--- config.mk ---
export PLATFORM = sky130hd
export DESIGN_NAME = cbor_array_span_parser
export DESIGN_NICKNAME = d
export VERILOG_FILES = /design/src/hw/rtl/casp_pkg.sv /design/src/hw/rtl/cbor_array_span_parser.sv /design/src/hw/rtl/casp_step.sv /design/src/hw/rtl/casp_outq.sv
export SDC_FILE = /design/constraint.sdc
export NUM_CORES = 1
export LEC_CHECK = 0
export BUFFER_PORTS_ARGS = -buffer_cell sky130_fd_sc_hd__buf_4
export CAP_MARGIN = 40
export CORE_MARGIN = 1
export CORE_UTILIZATION = 65
export DETAILED_ROUTE_END_ITERATION = 8
export MAX_ROUTING_LAYER = met4
export PLACE_DENSITY = 0.83
export SLEW_MARGIN = 30
export SYNTH_ARGS = -nofsm -noshare
export SYNTH_HDL_FRONTEND = slang
export SYNTH_HIERARCHICAL = 1
export SYNTH_SLANG_ARGS = --single-unit
--- constraint.sdc ---
create_clock -name clk -period 20.7 [get_ports clk]
set_input_delay 4.14 -clock clk [delete_from_list [all_inputs] [get_ports clk]]
set_output_delay 4.14 -clock clk [all_outputs]
set_load 0.005 [all_outputs]
--- src/hw/rtl/casp_pkg.sv ---
// ----------------------------------------------------------------------------
// casp_pkg
// Types and constants shared by the CBOR array span parser modules.
// ----------------------------------------------------------------------------
`timescale 1ns / 1ps
`default_nettype none

package casp_pkg;

    localparam int POS_W = 17;

    // Result kinds
    localparam logic [1:0] KIND_SPAN = 2'd0;
    localparam logic [1:0] KIND_GOOD = 2'd1;
    localparam logic [1:0] KIND_BAD  = 2'd2;

    // CBOR major types and additional-info codes
    localparam logic [2:0] MAJOR_UINT  = 3'd0;
    localparam logic [2:0] MAJOR_BYTES = 3'd2;
    localparam logic [2:0] MAJOR_TEXT  = 3'd3;
    localparam logic [2:0] MAJOR_ARRAY = 3'd4;
    localparam logic [4:0] AI_IMM_MAX  = 5'd23;
    localparam logic [4:0] AI_EXT1     = 5'd24;
    localparam logic [4:0] AI_EXT2     = 5'd25;
    localparam logic [4:0] AI_EXT4     = 5'd26;

    typedef enum logic [2:0] {
        PH_HEAD,
        PH_HDR,
        PH_EXT,
        PH_PAY,
        PH_DONE
    } casp_phase_t;

    typedef struct packed {
        logic [7:0] data_byte;
        logic       final_byte;
    } casp_in_t;

    typedef struct packed {
        logic [1:0]  result_kind;
        logic [4:0]  element_index;
        logic [15:0] element_offset;
        logic [15:0] element_length;
        logic [4:0]  element_count;
        logic        last;
    } casp_result_t;

    typedef struct packed {
        casp_phase_t      phase;
        logic [POS_W-1:0] byte_position;
        logic [4:0]       declared_count;
        logic [4:0]       current_element;
        logic [15:0]      element_start;
        logic [2:0]       extension_left;
        logic [31:0]      value_accumulator;
        logic             is_string_type;
        logic [31:0]      payload_left;
        logic             error_seen;
    } casp_state_t;

    localparam casp_state_t STATE_RESET = '{
        phase:             PH_HEAD,
        byte_position:     '0,
        declared_count:    '0,
        current_element:   '0,
        element_start:     '0,
        extension_left:    '0,
        value_accumulator: '0,
        is_string_type:    1'b0,
        payload_left:      '0,
        error_seen:        1'b0
    };

endpackage

`default_nettype wire

--- src/hw/rtl/cbor_array_span_parser.sv ---
// A result is written into the output queue when the byte that causes it is taken.
// Throughput: one byte per cycle; a final byte that also completes an element
// yields two results, which drain one per cycle while result_ready is high
// through a four-entry queue. The byte is taken while the queue has room for
// two results. Reset: rst_n clears the parser state and empties the queue; a
// final byte also returns the parser to its reset state.
// ----------------------------------------------------------------------------
// cbor_array_span_parser
// Parses a CBOR array of small elements one byte at a time and reports each
// element's offset and length, then a packet status on the final byte.
// ----------------------------------------------------------------------------
`timescale 1ns / 1ps
`default_nettype none

module cbor_array_span_parser
    import casp_pkg::*;
#(
    parameter int MAX_PACKET = 65536
)
(
    input  wire               clk,
    input  wire               rst_n,
    input  wire               item_valid,
    output logic              item_ready,
    input  wire casp_in_t     item,
    output logic              result_valid,
    input  wire               result_ready,
    output casp_result_t      result
);

    casp_state_t  state_reg;
    casp_state_t  state_next;
    casp_state_t  step_next;
    logic [1:0]   step_count;
    logic [1:0]   push_count;
    casp_result_t step_res0;
    casp_result_t step_res1;
    logic         room;
    logic         take;

    assign item_ready = room;
    assign take       = item_valid && item_ready;

    casp_step #(
        .MAX_PACKET (MAX_PACKET)
    ) u_step (
        .state      (state_reg),
        .item       (item),
        .state_next (step_next),
        .push_count (step_count),
        .result0    (step_res0),
        .result1    (step_res1)
    );

    // Hold state and push nothing unless a transaction lands
    always_comb
    begin
        state_next = take ? step_next : state_reg;
        push_count = take ? step_count : 2'd0;
    end

    always_ff @(posedge clk or negedge rst_n)
    begin
        if (!rst_n)
        begin
            state_reg <= STATE_RESET;
        end
        else
        begin
            state_reg <= state_next;
        end
    end

    casp_outq u_outq (
        .clk          (clk),
        .rst_n        (rst_n),
        .push_count   (push_count),
        .push0        (step_res0),
        .push1        (step_res1),
        .room         (room),
        .result_valid (result_valid),
        .result_ready (result_ready),
        .result       (result)
    );

endmodule

`default_nettype wire

--- src/hw/rtl/casp_step.sv ---
// ----------------------------------------------------------------------------
// casp_step
// Decodes one packet byte against the parser state: next state plus up to
// two results (element span, then packet status).
// ----------------------------------------------------------------------------
`timescale 1ns / 1ps
`default_nettype none

module casp_step
    import casp_pkg::*;
#(
    parameter int MAX_PACKET = 65536
)
(
    input  wire casp_state_t  state,
    input  wire casp_in_t     item,
    output casp_state_t       state_next,
    output logic [1:0]        push_count,
    output casp_result_t      result0,
    output casp_result_t      result1
);

    localparam logic [POS_W-1:0] MAX_POS = POS_W'(MAX_PACKET);

    logic [2:0]       major;
    logic [4:0]       ai;
    logic             in_range;
    logic [POS_W-1:0] pos_inc;

    // Pre-final state and span information
    casp_state_t      st;
    logic             span_fire;
    logic [4:0]       span_idx;
    logic [15:0]      span_off;
    logic             fin_bad;
    casp_result_t     span_res;
    casp_result_t     stat_res;

    assign major    = item.data_byte[7:5];
    assign ai       = item.data_byte[4:0];
    assign in_range = (state.byte_position < MAX_POS);
    assign pos_inc  = state.byte_position + POS_W'(1);

    // Next-state decode
    always_comb
    begin
        logic        complete;
        logic        finish;
        logic [31:0] value;
        st        = state;
        span_fire = 1'b0;
        span_idx  = state.current_element;
        span_off  = state.element_start;
        complete  = 1'b0;
        finish    = 1'b0;
        value     = '0;

        if (!in_range)
        begin
            st.error_seen = 1'b1;
        end
        else if (!state.error_seen)
        begin
            unique case (state.phase)
                PH_HEAD:
                begin
                    if (major != MAJOR_ARRAY || ai > AI_IMM_MAX)
                    begin
                        st.error_seen = 1'b1;
                    end
                    else
                    begin
                        st.declared_count  = ai;
                        st.current_element = '0;
                        st.phase           = (ai != 5'd0) ? PH_HDR : PH_DONE;
                    end
                end
                PH_HDR:
                begin
                    st.element_start = state.byte_position[15:0];
                    if (major != MAJOR_UINT && major != MAJOR_BYTES && major != MAJOR_TEXT)
                    begin
                        st.error_seen = 1'b1;
                    end
                    else
                    begin
                        st.is_string_type = (major != MAJOR_UINT);
                        if (ai <= AI_IMM_MAX)
                        begin
                            finish = 1'b1;
                            value  = {27'd0, ai};
                        end
                        else if (ai <= AI_EXT4)
                        begin
                            st.extension_left    = (ai == AI_EXT1) ? 3'd1 :
                                                   (ai == AI_EXT2) ? 3'd2 : 3'd4;
                            st.value_accumulator = '0;
                            st.phase             = PH_EXT;
                        end
                        else
                        begin
                            st.error_seen = 1'b1;
                        end
                    end
                end
                PH_EXT:
                begin
                    st.value_accumulator = {state.value_accumulator[23:0], item.data_byte};
                    st.extension_left    = state.extension_left - 3'd1;
                    if (st.extension_left == 3'd0)
                    begin
                        finish = 1'b1;
                        value  = st.value_accumulator;
                    end
                end
                PH_PAY:
                begin
                    st.payload_left = state.payload_left - 32'd1;
                    complete        = (st.payload_left == 32'd0);
                end
                PH_DONE:
                begin
                end
                default:
                begin
                end
            endcase

            // Strings with a nonzero length go on to skip payload
            if (finish)
            begin
                if (st.is_string_type && value != 32'd0)
                begin
                    st.payload_left = value;
                    st.phase        = PH_PAY;
                end
                else
                begin
                    complete = 1'b1;
                end
            end

            if (complete)
            begin
                span_fire          = 1'b1;
                span_idx           = state.current_element;
                span_off           = st.element_start;
                st.current_element = state.current_element + 5'd1;
                st.phase           = (st.current_element >= st.declared_count) ?
                                     PH_DONE : PH_HDR;
            end
        end

        if (in_range)
        begin
            st.byte_position = pos_inc;
        end
    end

    assign fin_bad = st.error_seen || (state.byte_position == '0) || (st.phase != PH_DONE);

    // Result build and packet wrap-up
    always_comb
    begin
        span_res                = '0;
        span_res.result_kind    = KIND_SPAN;
        span_res.element_index  = span_idx;
        span_res.element_offset = span_off;
        span_res.element_length = state.byte_position[15:0] - span_off + 16'd1;
        span_res.last           = !item.final_byte;

        stat_res               = '0;
        stat_res.result_kind   = fin_bad ? KIND_BAD : KIND_GOOD;
        stat_res.element_count = st.declared_count;
        stat_res.last          = 1'b1;

        result0    = span_fire ? span_res : stat_res;
        result1    = stat_res;
        push_count = 2'(span_fire) + 2'(item.final_byte);

        state_next = item.final_byte ? STATE_RESET : st;
    end

endmodule

`default_nettype wire

--- src/hw/rtl/casp_outq.sv ---
// ----------------------------------------------------------------------------
// casp_outq
// Four-entry result queue; takes up to two results per cycle and hands out
// one per transaction.
// ----------------------------------------------------------------------------
`timescale 1ns / 1ps
`default_nettype none

module casp_outq
    import casp_pkg::*;
(
    input  wire               clk,
    input  wire               rst_n,
    input  wire  [1:0]        push_count,
    input  wire casp_result_t push0,
    input  wire casp_result_t push1,
    output logic              room,
    output logic              result_valid,
    input  wire               result_ready,
    output casp_result_t      result
);

    casp_result_t mem_reg [4];
    logic [1:0]   wr_ptr_reg;
    logic [1:0]   wr_ptr_next;
    logic [1:0]   rd_ptr_reg;
    logic [1:0]   rd_ptr_next;
    logic [2:0]   count_reg;
    logic [2:0]   count_next;
    logic         pop;

    assign pop          = result_valid && result_ready;
    assign result_valid = (count_reg != 3'd0);
    assign result       = mem_reg[rd_ptr_reg];
    assign room         = (count_reg <= 3'd2);

    always_comb
    begin
        wr_ptr_next = wr_ptr_reg + push_count;
        rd_ptr_next = rd_ptr_reg + 2'(pop);
        count_next  = count_reg + 3'(push_count) - 3'(pop);
    end

    always_ff @(posedge clk)
    begin
        if (push_count != 2'd0)
        begin
            mem_reg[wr_ptr_reg] <= push0;
        end
        if (push_count == 2'd2)
        begin
            mem_reg[wr_ptr_reg + 2'd1] <= push1;
        end
    end

    always_ff @(posedge clk or negedge rst_n)
    begin
        if (!rst_n)
        begin
            wr_ptr_reg <= '0;
            rd_ptr_reg <= '0;
            count_reg  <= '0;
        end
        else
        begin
            wr_ptr_reg <= wr_ptr_next;
            rd_ptr_reg <= rd_ptr_next;
            count_reg  <= count_next;
        end
    end

endmodule

`default_nettype wire

==> report_table.html <==
<table>
<tr><th>Metric</th><th>Value</th></tr>
<tr><th colspan="2">Run status</th></tr>
<tr><td>Status</td><td>completed</td></tr>
<tr><th colspan="2">Floorplan</th></tr>
<tr><td>Core ar.</td><td>~29000 µm²</td></tr>
<tr><td>Die outline height</td><td>roughly 170 µm</td></tr>
<tr><td>I/O pin count</td><td>60</td></tr>
<tr><td>Floorplan die area</td><td>between 30000 and 40000 µm²</td></tr>
<tr><td>Initial core utilization</td><td>about two thirds</td></tr>
<tr><td>Width of the die</td><td>approximately 170 µm</td></tr>
<tr><td>Site row count</td><td>62</td></tr>
<tr><th colspan="2">CTS</th></tr>
<tr><td>Skew-Pair Late Insertion Delay</td><td>between 0.5 and 0.6 ns</td></tr>
<tr><td>Count of hold-fix buffers inserted at cts</td><td>0</td></tr>
<tr><td>Root Buffer Master</td><td>sky130_fd_sc_hd__clkbuf_16</td></tr>
<tr><td>Clock transition at the registers of the reported paths</td><td>approximately 0.06 ns</td></tr>
<tr><td>Number of buffers inserted during clock tree synthesis</td><td>31</td></tr>
<tr><td>Number of cells upsized or downsized after cts</td><td>0</td></tr>
<tr><td>Clock net sink count</td><td>294</td></tr>
<tr><td>Bufs on Longest Clock Path</td><td>3</td></tr>
<tr><td>TritonCTS clock tree</td><td>done</td></tr>
<tr><td>Level count of the clock H-tree</td><td>1</td></tr>
<tr><td>Post-CTS Setup Repair Bufs</td><td>0</td></tr>
<tr><th colspan="2">Timing</th></tr>
<tr><td>Worst Hold Margin</td><td>0.505 ns</td></tr>
<tr><td>Crit path time final</td><td>about 9 ns</td></tr>
<tr><td>Final-report hold violation count</td><td>0</td></tr>
<tr><td>Endpoints failing setup</td><td>0</td></tr>
<tr><td>Max Freq</td><td>112 MHz</td></tr>
<tr><td>Smallest setup slack after layout</td><td>~12 ns</td></tr>
<tr><td>Worst Skew</td><td>0.0151 ns</td></tr>
<tr><td>Max-slew headroom at the worst pin</td><td>40.9%</td></tr>
<tr><td>Max-slew violations</td><td>0</td></tr>
<tr><td>Slew at the pin closest to its max-slew limit</td><td>0.886 ns</td></tr>
<tr><td>RSZ-0062 raised after global routing</td><td>no</td></tr>
<tr><td>Period utilisation layout</td><td>between 40% and 50%</td></tr>
<tr><td>Fin Setup TNS</td><td>0 ns</td></tr>
<tr><th colspan="2">Worst setup path</th></tr>
<tr><td>FF-to-FF Start</td><td>state_reg[1]</td></tr>
<tr><td>Data arrival time of the worst path</td><td>9.15 ns</td></tr>
<tr><td>Slowest library cell on the worst path</td><td>sky130_fd_sc_hd__nand2_2</td></tr>
<tr><td>Worst path required time</td><td>20.95 ns</td></tr>
<tr><td>Top delay family on crit path</td><td>simple AND/OR/NAND/NOR gates</td></tr>
<tr><td>Highest cell delay on the worst timing path</td><td>0.58 ns</td></tr>
<tr><td>R2r worst-path depth</td><td>18</td></tr>
<tr><td>Category of the worst setup path launch point</td><td>input port</td></tr>
<tr><td>Worst setup path class</td><td>in2reg</td></tr>
<tr><td>Endpoint of the worst register-to-register path</td><td>u_outq/mem_reg[2][41]</td></tr>
<tr><td>Critical Path, Cell by Cell</td><td>buf_4 -&gt; or2_2 -&gt; nor4_1 -&gt; o21bai_1 -&gt; a21boi_2 -&gt; or2_2 -&gt; o31ai_4 -&gt; nand2_2 -&gt; clkinv_2 -&gt; ha_1 -&gt; and3_1 -&gt; and4bb_4 -&gt; buf_4 -&gt; buf_12 -&gt; o21bai_4 -&gt; buf_16 -&gt; buf_4</td></tr>
<tr><td>Most frequent CP cell</td><td>sky130_fd_sc_hd__buf_4</td></tr>
<tr><td>Number of buffer and inverter stages on the critical path</td><td>6</td></tr>
<tr><td>Sort of element at the end of the critical path</td><td>flop</td></tr>
<tr><td>Reg2Reg Setup Slack</td><td>13.41 ns</td></tr>
<tr><td>Crit path max fanout</td><td>34</td></tr>
<tr><th colspan="2">Place</th></tr>
<tr><td>Pre-CTS setup slack</td><td>11.02 ns</td></tr>
<tr><td>Placed cell areas</td><td>19400 µm²</td></tr>
<tr><td>Buffers added on ports</td><td>between 50 and 60</td></tr>
<tr><td>Post-DP HPWL</td><td>roughly 28000 µm</td></tr>
<tr><td>Routability congestion estimate</td><td>0.924</td></tr>
<tr><th colspan="2">Global route</th></tr>
<tr><td>Initial antenna violation count</td><td>1</td></tr>
<tr><td>Number of global-route vias before repair</td><td>13282</td></tr>
<tr><td>Total track usage</td><td>between 30% and 40%</td></tr>
<tr><td>Largest net degree at the start of global routing</td><td>110</td></tr>
<tr><td>First-pass GRT wire length</td><td>about 71000 µm</td></tr>
<tr><td>Global route total overflow</td><td>0</td></tr>
<tr><th colspan="2">Min path</th></tr>
<tr><td>Number of stages on the worst hold path</td><td>1</td></tr>
<tr><td>Tightest Hold Check Type</td><td>reg2reg</td></tr>
<tr><td>Hold worst-path end</td><td>u_outq/rd_ptr_reg[1]</td></tr>
<tr><td>Worst Min Path Start</td><td>u_outq/rd_ptr_reg[1]</td></tr>
<tr><th colspan="2">Power and ir drop</th></tr>
<tr><td>PD cells</td><td>102 nW/µm²</td></tr>
<tr><td>Peak VDD IR</td><td>approximately 73 µV</td></tr>
<tr><td>Cell leakage power</td><td>8.34 nW</td></tr>
<tr><th colspan="2">Layout</th></tr>
<tr><td>Net count reported at finish</td><td>1663</td></tr>
<tr><td>Layout cells sized above 1</td><td>between 30% and 40%</td></tr>
<tr><td>Count of filler cells inserted in the layout</td><td>1941</td></tr>
<tr><td>Total area of multi-input combinational cells</td><td>between 9000 and 10000 µm²</td></tr>
<tr><td>Flip-flop count of the largest register, all copies and words added</td><td>180</td></tr>
<tr><td>P&amp;R area growth vs syn</td><td>8.47%</td></tr>
<tr><td>FF/Latch Area</td><td>8260 µm²</td></tr>
<tr><td>Final design area excluding fillers</td><td>20700 µm²</td></tr>
<tr><th colspan="2">Synthesis</th></tr>
<tr><td>Instance count of the mapped netlist</td><td>1598</td></tr>
<tr><td>Post-synthesis cell area</td><td>about 19000 µm²</td></tr>
<tr><td>Average footprint of a synthesized cell</td><td>11.9 µm²</td></tr>
<tr><td>Yosys Warn Count</td><td>6</td></tr>
<tr><th colspan="2">Run</th></tr>
<tr><td>Max capacitance violation total</td><td>0</td></tr>
<tr><th colspan="2">Routing</th></tr>
<tr><td>DRT Pass-1 Iters</td><td>5</td></tr>
<tr><td>Via count of the routed design</td><td>13019</td></tr>
<tr><td>DR WL/cell</td><td>around 22 µm</td></tr>
<tr><td>Post-detailed-route count of antenna-violating nets</td><td>0</td></tr>
<tr><td>Detailed-route vias per instance</td><td>6.47</td></tr>
<tr><td>Number of design-rule violations left by the first detailed-router iteration</td><td>1155</td></tr>
<tr><td>Wire length reported by the detailed router</td><td>43900 µm</td></tr>
<tr><td>Residual DRC</td><td>0</td></tr>
</table>
==> metrics by stage <==
stage               utilization, %  power (mW)  cells
finish                        71.8        2.12   2013
global route                  71.8        2.21   2012
CTS                           71.4        2.11   2005
detailed placement            67.6        1.52   1947
global placement              67.2        1.48   1941
floorplan                        -        1.29   1634
==> report_power, final <==
group	leakage [nW]	internal (mW)	switching [mW]
logic	4.57	0.369	0.426
registers	3.22	0.679	0.0478
clock network	0.542	0.352	0.242
==> cells in the final DEF (no fill, tap or decap), types with 39 or more instances in the layout <==
| cell | instances |
|---|---|
| sky130_fd_sc_hd__a21oi_1 | 76 |
| sky130_fd_sc_hd__buf_4 | 76 |
| sky130_fd_sc_hd__dfrtp_1 | 112 |
| sky130_fd_sc_hd__edfxtp_1 | 180 |
| sky130_fd_sc_hd__ha_1 | 46 |
| sky130_fd_sc_hd__mux2_2 | 125 |
| sky130_fd_sc_hd__mux2_4 | 162 |
| sky130_fd_sc_hd__mux4_2 | 45 |
| sky130_fd_sc_hd__nand2_1 | 105 |
| sky130_fd_sc_hd__nor2_1 | 153 |
| sky130_fd_sc_hd__o21ai_0 | 39 |
==> routing by layer <==
| metal | track usage (%) | up-vias | part of all wire (%) |
|---|---|---|---|
| li1 | - | 5901 | - |
| met1 | 36.9 | 6491 | 40 |
| met2 | 51.7 | 518 | 51 |
| met3 | 3.84 | 109 | 5.6 |
| met4 | 11.7 | 0 | 3.4 |
| met5 | - | - | 0 |
==> layout make-up <==
cell class / count / share of cell area, %
multi-input combinational: 1154 / 47.9
sequential: 294 / 40.0
clock buffer: 36 / 4.04
timing repair buffer: 88 / 3.94
tap: 384 / 2.32
clock inverter: 22 / 1.25
inverter: 33 / 0.605
antenna: 2 / 0.0242
==> worst max-delay path by stage <==
stage / cells after the start / start / endpoint
3_3_place_gp: 15 / item[2] / u_outq/mem_reg[2][44]
3_5_place_dp: 15 / item[2] / u_outq/mem_reg[2][1]
5_1_grt: 17 / item[5] / u_outq/mem_reg[2][39]
6_report: 17 / item[2] / u_outq/mem_reg[2][41]
2_1_floorplan: 12 / item[8] / u_outq/mem_reg[0][0]
4_1_cts: 15 / item[2] / u_outq/mem_reg[2][39]
Note: power is estimated with default switching activity, not from simulation.
